$ cat config.mk
export PLATFORM = sky130hd
export DESIGN_NAME = base64_stream_codec_unit
export DESIGN_NICKNAME = d
export VERILOG_FILES = /design/src/rtl/core/b64sc_pkg.sv /design/src/rtl/core/b64sc_front.sv /design/src/rtl/core/b64sc_fifo.sv /design/src/rtl/core/b64sc_back.sv /design/src/rtl/core/base64_stream_codec_unit.sv
export SDC_FILE = /design/constraint.sdc
export NUM_CORES = 1
export LEC_CHECK = 0
export ABC_AREA = 1
export BUFFER_PORTS_ARGS = -buffer_cell sky130_fd_sc_hd__buf_2
export CAP_MARGIN = 20
export CORE_MARGIN = 2
export CORE_UTILIZATION = 29
export CTS_BUF_LIST = sky130_fd_sc_hd__clkbuf_2 sky130_fd_sc_hd__clkbuf_4 sky130_fd_sc_hd__clkbuf_8
export DETAILED_ROUTE_END_ITERATION = 16
export SETUP_SLACK_MARGIN = 0.15
export SYNTH_ARGS = -nofsm -noshare
export SYNTH_HDL_FRONTEND = slang
export SYNTH_SLANG_ARGS = --single-unit
$ cat constraint.sdc
create_clock -name clk -period 5.4 [get_ports clk]
set_input_delay 0.54 -clock clk [delete_from_list [all_inputs] [get_ports clk]]
set_output_delay 0.54 -clock clk [all_outputs]
set_load 0.01 [all_outputs]
$ cat src/rtl/core/b64sc_pkg.sv
package b64sc_pkg;

  localparam int COUNT_WIDTH = 32;
  localparam int TOTAL_W     = 32;
  localparam int CFG_IDX_W   = 2;
  localparam int CFG_DATA_W  = 1;
  localparam int FIFO_DEPTH  = 4;
  localparam int FIFO_AW     = $clog2(FIFO_DEPTH);

  localparam logic [7:0] PAD_CHAR = 8'h3D;

  typedef enum logic [CFG_IDX_W-1:0] {
    REG_DIRECTION = 2'd0,
    REG_ALPHABET  = 2'd1
  } cfg_reg_t;

  typedef enum logic {
    DIR_ENCODE = 1'b0,
    DIR_DECODE = 1'b1
  } dir_t;

  typedef struct packed {
    logic [7:0] in_byte;
    logic       in_last;
  } in_item_t;

  typedef struct packed {
    logic [7:0]         out_byte;
    logic               run_last;
    logic               stream_end;
    logic               no_data;
    logic [TOTAL_W-1:0] out_total;
  } out_item_t;

  // One queued transaction burst: up to four result bytes, first in lane 0.
  typedef struct packed {
    logic [3:0][7:0] lanes;
    logic [2:0]      cnt;
    logic            no_data;
    logic            eos;
  } job_t;

  function automatic logic [7:0] sym_to_char(input logic [5:0] v, input logic alph);
    logic [7:0] ve;
    ve = {2'b00, v};
    if (v < 6'd26) begin
      return 8'h41 + ve;
    end else if (v < 6'd52) begin
      return 8'h61 + ve - 8'd26;
    end else if (v < 6'd62) begin
      return 8'h30 + ve - 8'd52;
    end else if (v == 6'd62) begin
      return alph ? 8'h2D : 8'h2B;
    end else begin
      return alph ? 8'h5F : 8'h2F;
    end
  endfunction

  // Returns {valid, symbol}.
  function automatic logic [6:0] char_to_sym(input logic [7:0] c, input logic alph);
    logic [7:0] t;
    t = 8'h00;
    if (c >= 8'h41 && c <= 8'h5A) begin
      t = c - 8'h41;
      return {1'b1, t[5:0]};
    end else if (c >= 8'h61 && c <= 8'h7A) begin
      t = c - 8'h61 + 8'd26;
      return {1'b1, t[5:0]};
    end else if (c >= 8'h30 && c <= 8'h39) begin
      t = c - 8'h30 + 8'd52;
      return {1'b1, t[5:0]};
    end else if (c == (alph ? 8'h2D : 8'h2B)) begin
      return {1'b1, 6'd62};
    end else if (c == (alph ? 8'h5F : 8'h2F)) begin
      return {1'b1, 6'd63};
    end else begin
      return 7'd0;
    end
  endfunction

endpackage

$ cat src/rtl/core/b64sc_front.sv
module b64sc_front (
  input  logic                             clk,
  input  logic                             rst_n,
  input  logic                             cfg_we,
  input  logic [b64sc_pkg::CFG_IDX_W-1:0]  cfg_index,
  input  logic [b64sc_pkg::CFG_DATA_W-1:0] cfg_wdata,
  input  logic                             in_valid,
  output logic                             in_stall,
  input  b64sc_pkg::in_item_t              in_data,
  output logic                             job_valid,
  output b64sc_pkg::job_t                  job,
  input  logic                             job_ready
);
  import b64sc_pkg::*;

  logic        dir_r, dir_nxt;
  logic        alph_r, alph_nxt;
  logic [23:0] buf_r, buf_nxt;
  logic [1:0]  fill_r, fill_nxt;
  logic        stop_r, stop_nxt;

  logic        accept;
  logic        has_job;
  logic [7:0]  b;
  logic        last;
  logic [23:0] g;
  logic [23:0] shifted;
  logic [2:0]  fill_up;
  logic [6:0]  sv;
  logic [23:0] d_buf;
  logic [1:0]  d_fill;

  assign in_stall = !job_ready;
  assign accept   = in_valid && job_ready;
  assign b        = in_data.in_byte;
  assign last     = in_data.in_last;
  assign sv       = char_to_sym(b, alph_r);

  always_comb begin
    has_job  = 1'b0;
    job      = '0;
    job.eos  = last;
    buf_nxt  = buf_r;
    fill_nxt = fill_r;
    stop_nxt = stop_r;
    dir_nxt  = dir_r;
    alph_nxt = alph_r;
    g        = '0;
    shifted  = {buf_r[15:0], b};
    fill_up  = {1'b0, fill_r} + 3'd1;
    d_buf    = buf_r;
    d_fill   = fill_r;

    if (cfg_we) begin
      if (cfg_index == REG_DIRECTION) begin
        dir_nxt  = cfg_wdata[0];
        buf_nxt  = '0;
        fill_nxt = '0;
        stop_nxt = 1'b0;
      end else if (cfg_index == REG_ALPHABET) begin
        alph_nxt = cfg_wdata[0];
      end
    end else if (accept) begin
      if (dir_r == DIR_ENCODE) begin
        if (fill_r == 2'd2) begin
          has_job = 1'b1;
          job.cnt = 3'd4;
          for (int i = 0; i < 4; i++) begin
            job.lanes[i] = sym_to_char(shifted[18-6*i +: 6], alph_r);
          end
          buf_nxt  = '0;
          fill_nxt = '0;
        end else begin
          buf_nxt  = shifted;
          fill_nxt = fill_up[1:0];
          if (last) begin
            has_job = 1'b1;
            job.cnt = 3'd4;
            g = (fill_r == 2'd0) ? {b, 16'h0000} : {buf_r[7:0], b, 8'h00};
            for (int i = 0; i < 4; i++) begin
              if (3'(i) <= fill_up) begin
                job.lanes[i] = sym_to_char(g[18-6*i +: 6], alph_r);
              end else begin
                job.lanes[i] = PAD_CHAR;
              end
            end
          end
        end
      end else begin
        if (!stop_r) begin
          if (!sv[6]) begin
            stop_nxt = 1'b1;
          end else if (fill_r == 2'd3) begin
            g            = {buf_r[17:0], sv[5:0]};
            has_job      = 1'b1;
            job.cnt      = 3'd3;
            job.lanes[0] = g[23:16];
            job.lanes[1] = g[15:8];
            job.lanes[2] = g[7:0];
            d_buf        = '0;
            d_fill       = '0;
          end else begin
            d_buf  = {buf_r[17:0], sv[5:0]};
            d_fill = fill_r + 2'd1;
          end
        end
        buf_nxt  = d_buf;
        fill_nxt = d_fill;
        if (last) begin
          if (d_fill >= 2'd2) begin
            g            = (d_fill == 2'd2) ? {d_buf[11:0], 12'h000} : {d_buf[17:0], 6'h00};
            has_job      = 1'b1;
            job.cnt      = {1'b0, d_fill - 2'd1};
            job.lanes[0] = g[23:16];
            job.lanes[1] = g[15:8];
          end
          if (!has_job) begin
            has_job     = 1'b1;
            job.cnt     = 3'd1;
            job.no_data = 1'b1;
          end
        end
      end
      if (last) begin
        buf_nxt  = '0;
        fill_nxt = '0;
        stop_nxt = 1'b0;
      end
    end
  end

  assign job_valid = accept && has_job && !cfg_we;

  always_ff @(posedge clk) begin
    if (!rst_n) begin
      dir_r  <= 1'b0;
      alph_r <= 1'b0;
      buf_r  <= '0;
      fill_r <= '0;
      stop_r <= 1'b0;
    end else begin
      dir_r  <= dir_nxt;
      alph_r <= alph_nxt;
      buf_r  <= buf_nxt;
      fill_r <= fill_nxt;
      stop_r <= stop_nxt;
    end
  end

endmodule

$ cat src/rtl/core/b64sc_fifo.sv
module b64sc_fifo (
  input  logic            clk,
  input  logic            rst_n,
  input  logic            push,
  input  b64sc_pkg::job_t push_data,
  output logic            full,
  input  logic            pop,
  output logic            empty,
  output b64sc_pkg::job_t head
);
  import b64sc_pkg::*;

  job_t               mem_r [FIFO_DEPTH];
  logic [FIFO_AW-1:0] wr_ptr_r, wr_ptr_nxt;
  logic [FIFO_AW-1:0] rd_ptr_r, rd_ptr_nxt;
  logic [FIFO_AW:0]   cnt_r, cnt_nxt;
  logic               do_push;
  logic               do_pop;

  assign full    = (cnt_r == (FIFO_AW+1)'(FIFO_DEPTH));
  assign empty   = (cnt_r == '0);
  assign head    = mem_r[rd_ptr_r];
  assign do_push = push && !full;
  assign do_pop  = pop && !empty;

  always_comb begin
    wr_ptr_nxt = do_push ? wr_ptr_r + FIFO_AW'(1) : wr_ptr_r;
    rd_ptr_nxt = do_pop  ? rd_ptr_r + FIFO_AW'(1) : rd_ptr_r;
    cnt_nxt    = cnt_r;
    if (do_push && !do_pop) begin
      cnt_nxt = cnt_r + (FIFO_AW+1)'(1);
    end else if (do_pop && !do_push) begin
      cnt_nxt = cnt_r - (FIFO_AW+1)'(1);
    end
  end

  always_ff @(posedge clk) begin
    if (do_push) begin
      mem_r[wr_ptr_r] <= push_data;
    end
  end

  always_ff @(posedge clk) begin
    if (!rst_n) begin
      wr_ptr_r <= '0;
      rd_ptr_r <= '0;
      cnt_r    <= '0;
    end else begin
      wr_ptr_r <= wr_ptr_nxt;
      rd_ptr_r <= rd_ptr_nxt;
      cnt_r    <= cnt_nxt;
    end
  end

endmodule

$ cat src/rtl/core/b64sc_back.sv
module b64sc_back (
  input  logic                 clk,
  input  logic                 rst_n,
  input  logic                 clr,
  input  logic                 job_avail,
  input  b64sc_pkg::job_t      job,
  output logic                 job_pop,
  output logic                 busy,
  output logic                 out_valid,
  input  logic                 out_stall,
  output b64sc_pkg::out_item_t out_data
);
  import b64sc_pkg::*;

  job_t                   cur_r, cur_nxt;
  logic                   cur_v_r, cur_v_nxt;
  logic [1:0]             idx_r, idx_nxt;
  logic [COUNT_WIDTH-1:0] cnt_r, cnt_nxt;
  logic                   out_v_r, out_v_nxt;
  out_item_t              out_r, out_nxt;

  logic                   adv;
  logic                   job_end;
  logic [COUNT_WIDTH-1:0] cnt_inc;
  logic [63:0]            cnt_ext;

  assign adv     = cur_v_r && (!out_v_r || !out_stall);
  assign job_end = ({1'b0, idx_r} == (cur_r.cnt - 3'd1));
  assign job_pop = job_avail && (!cur_v_r || (adv && job_end));
  assign busy    = cur_v_r;

  always_comb begin
    cnt_inc = cnt_r;
    if (!cur_r.no_data && (cnt_r != '1)) begin
      cnt_inc = cnt_r + COUNT_WIDTH'(1);
    end
    cnt_ext = 64'(cnt_inc);
  end

  always_comb begin
    cur_nxt   = cur_r;
    cur_v_nxt = cur_v_r;
    idx_nxt   = idx_r;
    cnt_nxt   = cnt_r;
    out_nxt   = out_r;
    out_v_nxt = out_v_r && out_stall;
    if (adv) begin
      out_v_nxt          = 1'b1;
      out_nxt.out_byte   = cur_r.no_data ? 8'h00 : cur_r.lanes[idx_r];
      out_nxt.run_last   = job_end;
      out_nxt.stream_end = job_end && cur_r.eos;
      out_nxt.no_data    = cur_r.no_data;
      out_nxt.out_total  = (cnt_ext > 64'hFFFF_FFFF) ? '1 : cnt_ext[TOTAL_W-1:0];
      cnt_nxt            = (job_end && cur_r.eos) ? '0 : cnt_inc;
      idx_nxt            = job_end ? 2'd0 : idx_r + 2'd1;
      if (job_end) begin
        cur_v_nxt = 1'b0;
      end
    end
    if (job_pop) begin
      cur_nxt   = job;
      cur_v_nxt = 1'b1;
    end
    if (clr) begin
      cnt_nxt = '0;
    end
  end

  assign out_valid = out_v_r;
  assign out_data  = out_r;

  always_ff @(posedge clk) begin
    cur_r <= cur_nxt;
    out_r <= out_nxt;
  end

  always_ff @(posedge clk) begin
    if (!rst_n) begin
      cur_v_r <= 1'b0;
      idx_r   <= '0;
      cnt_r   <= '0;
      out_v_r <= 1'b0;
    end else begin
      cur_v_r <= cur_v_nxt;
      idx_r   <= idx_nxt;
      cnt_r   <= cnt_nxt;
      out_v_r <= out_v_nxt;
    end
  end

endmodule

$ cat src/rtl/core/base64_stream_codec_unit.sv
// Channel | Direction | Handshake         | Payload
// in_     | input     | in_valid/in_stall   | in_item_t (in_byte, in_last)
// out_    | output    | out_valid/out_stall | out_item_t (byte, flags, out_total)
// cfg_    | input     | cfg_we              | cfg_index, cfg_wdata
//
// The front stage takes one input transaction per cycle while in_stall is low and pushes a
// burst of up to four results into a four-entry queue; the back stage drains one result
// per cycle while out_stall is low and a job is queued. Encoding is bounded by the single
// output port: four results per three bytes. Decoding sustains one character per cycle.
// Reset is synchronous and clears all control state; there is no clearing pass.
// in_stall rises only when the queue is full; out_stall holds the output register.
module base64_stream_codec_unit (
  input  logic                             clk,
  input  logic                             rst_n,
  input  logic                             cfg_we,
  input  logic [b64sc_pkg::CFG_IDX_W-1:0]  cfg_index,
  input  logic [b64sc_pkg::CFG_DATA_W-1:0] cfg_wdata,
  input  logic                             in_valid,
  output logic                             in_stall,
  input  b64sc_pkg::in_item_t              in_data,
  output logic                             out_valid,
  input  logic                             out_stall,
  output b64sc_pkg::out_item_t             out_data
);
  import b64sc_pkg::*;

  logic job_valid;
  job_t job;
  logic fifo_full;
  logic fifo_empty;
  logic job_pop;
  job_t head;
  logic back_busy;
  logic dir_clr;

  assign dir_clr = cfg_we && (cfg_index == REG_DIRECTION);

  b64sc_front u_front (
    .clk       (clk),
    .rst_n     (rst_n),
    .cfg_we    (cfg_we),
    .cfg_index (cfg_index),
    .cfg_wdata (cfg_wdata),
    .in_valid  (in_valid),
    .in_stall  (in_stall),
    .in_data   (in_data),
    .job_valid (job_valid),
    .job       (job),
    .job_ready (!fifo_full)
  );

  b64sc_fifo u_fifo (
    .clk       (clk),
    .rst_n     (rst_n),
    .push      (job_valid),
    .push_data (job),
    .full      (fifo_full),
    .pop       (job_pop),
    .empty     (fifo_empty),
    .head      (head)
  );

  b64sc_back u_back (
    .clk       (clk),
    .rst_n     (rst_n),
    .clr       (dir_clr),
    .job_avail (!fifo_empty),
    .job       (head),
    .job_pop   (job_pop),
    .busy      (back_busy),
    .out_valid (out_valid),
    .out_stall (out_stall),
    .out_data  (out_data)
  );

  a_nodata_closes: assert property (@(posedge clk) disable iff (!rst_n)
    out_valid && out_data.no_data |->
      out_data.run_last && out_data.stream_end && (out_data.out_byte == 8'h00))
    else $error("no_data result does not close the stream");

  a_end_is_run_last: assert property (@(posedge clk) disable iff (!rst_n)
    out_valid && out_data.stream_end |-> out_data.run_last)
    else $error("stream_end without run_last");

  a_burst_continues: assert property (@(posedge clk) disable iff (!rst_n)
    out_valid && !out_stall && !out_data.run_last |=> out_valid || back_busy)
    else $error("result burst ended before its last transaction");

  a_push_has_room: assert property (@(posedge clk) disable iff (!rst_n)
    job_valid |-> !fifo_full)
    else $error("queue push while full");

endmodule
Yosys cells after proc, flatten, opt, wreduce, memory -nomap -nowiden
Memories as Yosys holds them, arrays and structs flattened. A register that Yosys moved wholly into a read port is not among the register bits.
Index checks and enable logic that the tools add are counted.
{ "word_totals": {"register_bits": 109, "ram_bits": 148, "out_inout_bits": 45, "memories": 1} }
{ "classes": {"add_sub_neg": 55, "n_lt_le_gt_ge": 37, "eq_ne": 18, "n_mux": 113, "n_bitwise": 2, "reduce_logical": 42} }
{ "memory_table": {"columns": ["memory", "words", "width", "read_ports", "rd_clocked_by_memory_dff", "write_ports", "line", "rtl"], "rows": [
  ["u_fifo.mem_r", 4, 37, 1, 1, 1, "b64sc_fifo.sv:13", "job_t mem_r [FIFO_DEPTH];"]
]} }
{ "op_table": {"columns": ["cell", "n"], "rows": [
  ["$mux 8", 38],
  ["$mux 18", 9],
  ["$add 7x6->8 const A", 16],
  ["$mux 27", 4],
  ["$lt 6x6->1 const B", 16],
  ["$mux 36", 2],
  ["$mux 35", 2],
  ["$mux 32", 2],
  ["$sub 8x5->8 const B", 8],
  ["$sub 8x6->8 const B", 8],
  ["$add 6x6->7 const A", 8],
  ["$eq 6x6->1 const B", 8],
  ["$lt 6x5->1 const B", 8],
  ["$mux 24", 2],
  ["$mux 7", 6],
  ["$add 32x1->32 const B", 1],
  ["$gt 32x32->1 const B", 1],
  ["$ne 32x32->1 const B", 1],
  ["$mux 1", 28],
  ["$mux 2", 13],
  ["$mux 20", 1],
  ["$mux 19", 1],
  ["$logic_and 1x1->1", 17],
  ["$bmux 8 s2", 1],
  ["other kinds (36)", 66]
]} }

Logic depth before layout (Yosys ltp)
{ "depth": {"word_depth": 23, "mapped_depth": 25, "depth_no_buf": 24} }

Modules after synthesis
Synthesis repeated with hierarchy kept, for this count alone.
{ "hier_totals": {"hier_cells": 2092, "hier_area_um2": 17261.6} }
{ "by_module_without_submodules": {"columns": ["module", "instances", "cells_each", "area_per_inst_um2", "seq_area_each_um2"], "rows": [
  ["b64sc_fifo", 1, 428, 5975.7, 4624.4],
  ["b64sc_front", 1, 1033, 5721.7, 460.4],
  ["b64sc_back", 1, 626, 5542.8, 3123.0],
  ["base64_stream_codec_unit", 1, 5, 21.3, 0.0]
]} }

Worst setup path before layout
Ideal clock, no wire load.
{ "synth_timing": {"path_kind": "input to register", "from": "in out_stall", "to": "reg u_fifo.cnt_r[1]", "setup_time_ns": 0.120, "t_arrival_ns": 4.717, "t_required_ns": 5.280, "slack_ns": 0.562, "path_stages": 13, "path_buffers": 0, "cell_sequence": "nand2_1 nand2_1 inv_1 nand2_1 nand2_1 inv_1 nor2_1 inv_1 ha_1 inv_1 fa_1 o21ai_0 a21oi_1"} }
{ "synth_via": {"elab_chain_len": 10, "word_cells_on_any_way": 12, "classes_between": "1 x mux; 11 x reduce/logical"} }
{ "synth_rtl": {"columns": ["element", "line", "rtl"], "rows": [
  ["start: declaration", "base64_stream_codec_unit.sv:22", "input logic out_stall,"],
  ["$logic_not 1->1", "b64sc_back.sv:27", "assign adv = cur_v_r && (!out_v_r || !out_stall);"],
  ["$logic_or 1x1->1", "b64sc_back.sv:27", null],
  ["$logic_and 1x1->1", "b64sc_back.sv:27", null],
  ["net u_back.adv", "b64sc_back.sv:22", "logic adv;"],
  ["$logic_and 1x1->1", "b64sc_back.sv:29", "assign job_pop = job_avail && (!cur_v_r || (adv && job_end));"],
  ["$logic_or 1x1->1", "b64sc_back.sv:29", null],
  ["$logic_and 1x1->1", "b64sc_back.sv:29", null],
  ["net job_pop", "base64_stream_codec_unit.sv:31", "logic job_pop;"],
  ["$logic_and 1x1->1", "b64sc_fifo.sv:24", "assign do_pop = pop && !empty;"],
  ["$logic_not 1->1", "b64sc_fifo.sv:30", "if (do_push && !do_pop) begin"],
  ["$logic_and 1x1->1", "b64sc_fifo.sv:30", null],
  ["$mux 3", "b64sc_fifo.sv:30", null],
  ["net u_fifo.cnt_nxt[1]", "b64sc_fifo.sv:16", "logic [FIFO_AW:0] cnt_r, cnt_nxt;"],
  ["end signal: assignment", "b64sc_fifo.sv:51", "cnt_r <= cnt_nxt;"],
  ["end: declaration", "b64sc_fifo.sv:16", null]
]} }
The timed path passes the listed nets, and every way through them passes these cells.
A chain may end at the register's enable or synchronous reset.

Worst setup path after layout
{ "layout_timing": {"from": "in in_data[4] (netlist bit)", "to": "reg u_fifo.cnt_r[2]"} }
{ "layout_via": {"elab_chain_len": 18, "word_cells_on_any_way": 30, "classes_between": "6 x order compare; 2 x eq/ne; 12 x mux; 10 x reduce/logical"} }
{ "layout_rtl": {"columns": ["element", "line", "rtl"], "rows": [
  ["start: declaration", "base64_stream_codec_unit.sv:20", "input b64sc_pkg::in_item_t in_data,"],
  ["parallel branches: the longest is 5 deep, another holds $ge 8x6->1", null, null],
  ["$mux 7 *", "b64sc_pkg.sv:63", "if (c >= 8'h41 && c <= 8'h5A) begin"],
  ["$mux 1 *", "b64sc_front.sv:91", "if (!sv[6]) begin"],
  ["$mux 1 *", "b64sc_front.sv:90", "if (!stop_r) begin"],
  ["$mux 1 *", "b64sc_front.sv:109", "if (last) begin"],
  ["$mux 1 *", "b64sc_front.sv:64", "if (dir_r == DIR_ENCODE) begin"],
  ["$mux 1 *", "b64sc_front.sv:63", "end else if (accept) begin"],
  ["$mux 1 *", "b64sc_front.sv:54", "if (cfg_we) begin"],
  ["$logic_and 1x1->1 * (2 in a row)", "b64sc_front.sv:132", "assign job_valid = accept && has_job && !cfg_we;"],
  ["$logic_and 1x1->1 *", "b64sc_fifo.sv:23", "assign do_push = push && !full;"],
  ["net u_fifo.do_push", "b64sc_fifo.sv:17", "logic do_push;"],
  ["$logic_not 1->1", "b64sc_fifo.sv:32", "end else if (do_pop && !do_push) begin"],
  ["$logic_and 1x1->1", "b64sc_fifo.sv:32", null],
  ["$reduce_bool 2->1 (no line)", null, null]
]} }
Mark *: on every way through the listed nets, which the timed path passes.

==> insert_results.sql <==
INSERT INTO impl_metrics (metric_group, metric, value, unit) VALUES
('worst_setup_path', 'setup.worst_path.start_class', 'input pin', ''),
('final_layout', 'layout.cells.most_common_list', 'nand2_1, nor2_1, edfxtp_1', ''),
('routing', 'routed_wirelength', '50900', 'um'),
('final_layout', 'n_antenna_cell', '0', ''),
('final_layout', 'final_nets', '2305', ''),
('sta', 'finalClockSkew', '0.0178', 'ns'),
('power_and_ir_drop', 'power.sequential.fraction', '43.8', '%'),
('synthesis', 'synth-main-ff-cell', 'edfxtp_1', ''),
('synthesis', 'synth-async-reset-ratio', '0', '%'),
('worst_setup_path', 'worst-endpoint-arrival', '4.60', 'ns'),
('power_and_ir_drop', 'switching_power', '0.00259', 'W'),
('worst_hold_path', 'timing.hold.worst.class', 'input pin to register', ''),
('routing', 'drc', '0', ''),
('power_and_ir_drop', 'clock_power_share', '26.0', '%'),
('synthesis', 'synth-seq-cells', '294', ''),
('routing', 'top_layer', 'met4', ''),
('power_and_ir_drop', 'vdd_ir_drop_max', '215', 'uV'),
('worst_setup_path', 'timing.critical_path.to_type', 'register', ''),
('power_and_ir_drop', 'cellInternalPower', '0.00457', 'W'),
('synthesis', 'synth_top_area_share', '38.9', '%'),
('synthesis', 'ys.warnings.count', '0', ''),
('clock_network', 'cts-buffers-inserted', '49', ''),
('clock_network', 'cts_post_setup_buffers_inserted', '0', ''),
('routing', 'wl_met2', '22500', 'um'),
('clock_network', 'clock_sink_count', '294', ''),
('routing', 'avgViaCountPerCell', '5.02', ''),
('routing', 'via_count', '15200', ''),
('floorplan', 'floorplan_core_area', '60100', 'um^2'),
('routing', 'first_drt_iteration_drcs', '1434', ''),
('floorplan', 'initial_utilization', '29.3', '%'),
('worst_setup_path', 'cp_data_required_time', '5.87', 'ns'),
('floorplan', 'design.portCount', '62', ''),
('flow_run', 'drv_cap', '0', ''),
('power_and_ir_drop', 'switching_share', '36.2', '%'),
('global_route', 'grt_usage', '15.9', '%'),
('sta', 'grt_setup_unrepaired', 'false', ''),
('clock_network', 'hold_buffers', '0', ''),
('routing', 'routedWlPerCell', '16.8', 'um'),
('routing', 'routed-wl-met3', '3700', 'um'),
('clock_network', 'cts_tree', 'built', ''),
('sta', 'layout_worst_path_cycle_share', '76.4', '%'),
('synthesis', 'synth_area_leader_cell', 'edfxtp_1', ''),
('power_and_ir_drop', 'power_density', '365', 'nW/um^2'),
('synthesis', 'synth_area_per_cell', '8.11', 'um^2'),
('sta', 'final_max_slew_viol_count', '0', ''),
('clock_network', 'clk-insertion-delay-late', '0.60', 'ns'),
('power_and_ir_drop', 'power.total', '0.00716', 'W'),
('power_and_ir_drop', 'pleak', '7.49', 'nW'),
('sta', 'report.final.setup_viol', '0', ''),
('global_route', 'grt_antenna_before_repair', '0', ''),
('place', 'globalplace.congestion', '0.906', ''),
('synthesis', 'sequential_area_share_after_synthesis', '46.4', '%'),
('floorplan', 'fp.dieArea', '62700', 'um^2'),
('global_route', 'first_global_vias', '14400', ''),
('floorplan', 'die_height', '250', 'um'),
('synthesis', 'synth_area', '17600', 'um^2'),
('final_layout', 'fraction_of_layout_cells_with_a_size_suffix_above_1', '9.02', '%'),
('run_status', 'run_status', 'finished, final reports clean', ''),
('power_and_ir_drop', 'pwr-share-comb', '30.2', '%'),
('final_layout', 'area_delta_synth_final', '11.4', '%'),
('floorplan', 'row_count', '90', ''),
('routing', 'drt-pass1-iter-count', '7', ''),
('synthesis', 'synth.area.top_cells', 'edfxtp_1, nand2_1, dfxtp_1, nor2_1, ha_1', ''),
('global_route', 'grt_first_pass_wirelength', '79500', 'um'),
('clock_network', 'buffer_levels_on_the_longest_clock_path', '3', ''),
('final_layout', 'layout_commonest_cell', 'nand2_1', ''),
('place', 'dp_hpwl', '36100', 'um'),
('sta', 'worst_pin_slew', '1.02', 'ns'),
('synthesis', 'syn_nets', '2270', ''),
('clock_network', 'cts.repair.resized', '0', ''),
('sta', 'final.min_clock_period', '4.12', 'ns');
[state kept, by name, summed over array words and instances, names as in the netlist]
name / count
u_fifo.wr_ptr_r: 2
u_front.buf_r: 18
u_back.busy: 1
u_front.alph_r: 1
u_back.out_data: 43
u_fifo.rd_ptr_r: 2
u_back.cnt_r: 32
u_back.idx_r: 2
u_back.out_valid: 1
u_front.fill_r: 2
u_back.cur_r: 37
u_front.dir_r: 1
u_fifo.cnt_r: 3
u_fifo.mem_r: 148
u_front.stop_r: 1
[worst paths after layout]
| kind | cells past startpoint | from | endpoint | slack [ns] |
|---|---|---|---|---|
| worst max-delay path | 23 | in_data[4] | u_fifo.cnt_r[2]$_SDFFE_PN0P_ | 1.28 |
| worst min-delay path | 3 | cfg_wdata | u_front.alph_r$_SDFFE_PN0P_ | 0.28 |
| worst max register to register | 14 | u_front.fill_r[0]$_SDFFE_PN0P_ | u_fifo.mem_r[3][11]$_DFFE_PP_ | 1.38 |
| worst min register to register | 2 | u_back.cnt_r[30]$_SDFFE_PP0P_ | u_back.cnt_r[30]$_SDFFE_PP0P_ | 0.49 |
[cells by family (layout without fill, tap and decap cells)]
kind of cell               after synthesis  in the layout  synth area share (%)
adders and majority gates               83             83                  5.94
xor gates and xnor gates                70             70                  3.48
and+or+nand+nor                        933            933                  22.3
DFF                                    294            294                  46.4
buffers and inverters                  316            385                  7.21
AOI/OAI and AO/OA                      474            474                  14.7
[power by group through the flow]
stage,Sequential [W],Clock [W],Combinational [W]
2_1_floorplan,0.00317,0,0.00144
3_3_place_gp,0.00318,0,0.00211
3_5_place_dp,0.00319,0,0.00214
4_1_cts,0.00315,0.00192,0.00214
5_1_grt,0.00318,0.00202,0.00244
6_report,0.00314,0.00186,0.00216
[critical path, stage by stage]
cell,delay [ns]
buf_2,0.19
clkinv_1,0.30
ha_1,0.37
nand2_1,0.16
nand3_1,0.08
nand3_1,0.09
nand2_1,0.27
nand2_4,0.18
inv_2,0.07
nand2_8,0.12
nand2_8,0.12
nor2_8,0.28
nand2_1,0.09
nand3_1,0.08
nand2_1,0.26
inv_1,0.19
ha_1,0.16
inv_1,0.08
fa_1,0.44
a21oi_1,0.15
o21ai_0,0.11
o21ai_0,0.16
a21oi_1,0.06
[per-layer routing]
metal	vias to the layer above	track usage (%)
li1	7421	-
met1	7085	21.8
met2	562	24.8
met3	109	2.96
met4	0	6.42
met5	-	0
[cell usage after synthesis (4+ instances only)]
master	number
o211ai_1	18
nor4_1	4
o21ai_0	203
nand3_1	116
edfxtp_1	228
nor2_2	4
nor2_1	279
buf_4	9
clkinv_1	6
nand4_1	33
nand2_2	9
nor3_1	36
inv_2	13
or2_2	4
ha_1	82
o21ai_1	8
a21oi_1	160
clkbuf_1	66
a31oi_1	16
o22ai_1	42
xor2_1	52
nand2_1	436
buf_1	4
xnor2_1	18
inv_1	196
dfxtp_1	66
buf_2	15
o2111ai_1	5
[metrics by stage]
step | std cells | hold WS (ns) | setup slack [ns] | utilization (%) | instance area [um^2]
3_3_place_gp | 2934 | 0.471 | 0.784 | 31.0 | 18600
3_5_place_dp | 2935 | 0.482 | 0.726 | 31.0 | 18700
5_1_grt | 3021 | 0.273 | 0.860 | 32.6 | 19600
2_1_floorplan | 2170 | 0.424 | 0.562 | - | 17600
6_report | 3021 | 0.284 | 1.28 | 32.6 | 19600
4_1_cts | 3020 | 0.235 | 1.35 | 32.5 | 19600
[cell type report]
type | count | area, um^2
flip-flops and latches | 294 | 8170
repair buffers | 83 | 523
clock inverters | 24 | 136
inverters | 217 | 820
fillers | 6357 | 40500
clock buffers | 61 | 771
well taps | 782 | 978
multi-input cells | 1560 | 8200
Note: power is estimated with default switching activity, not from simulation.
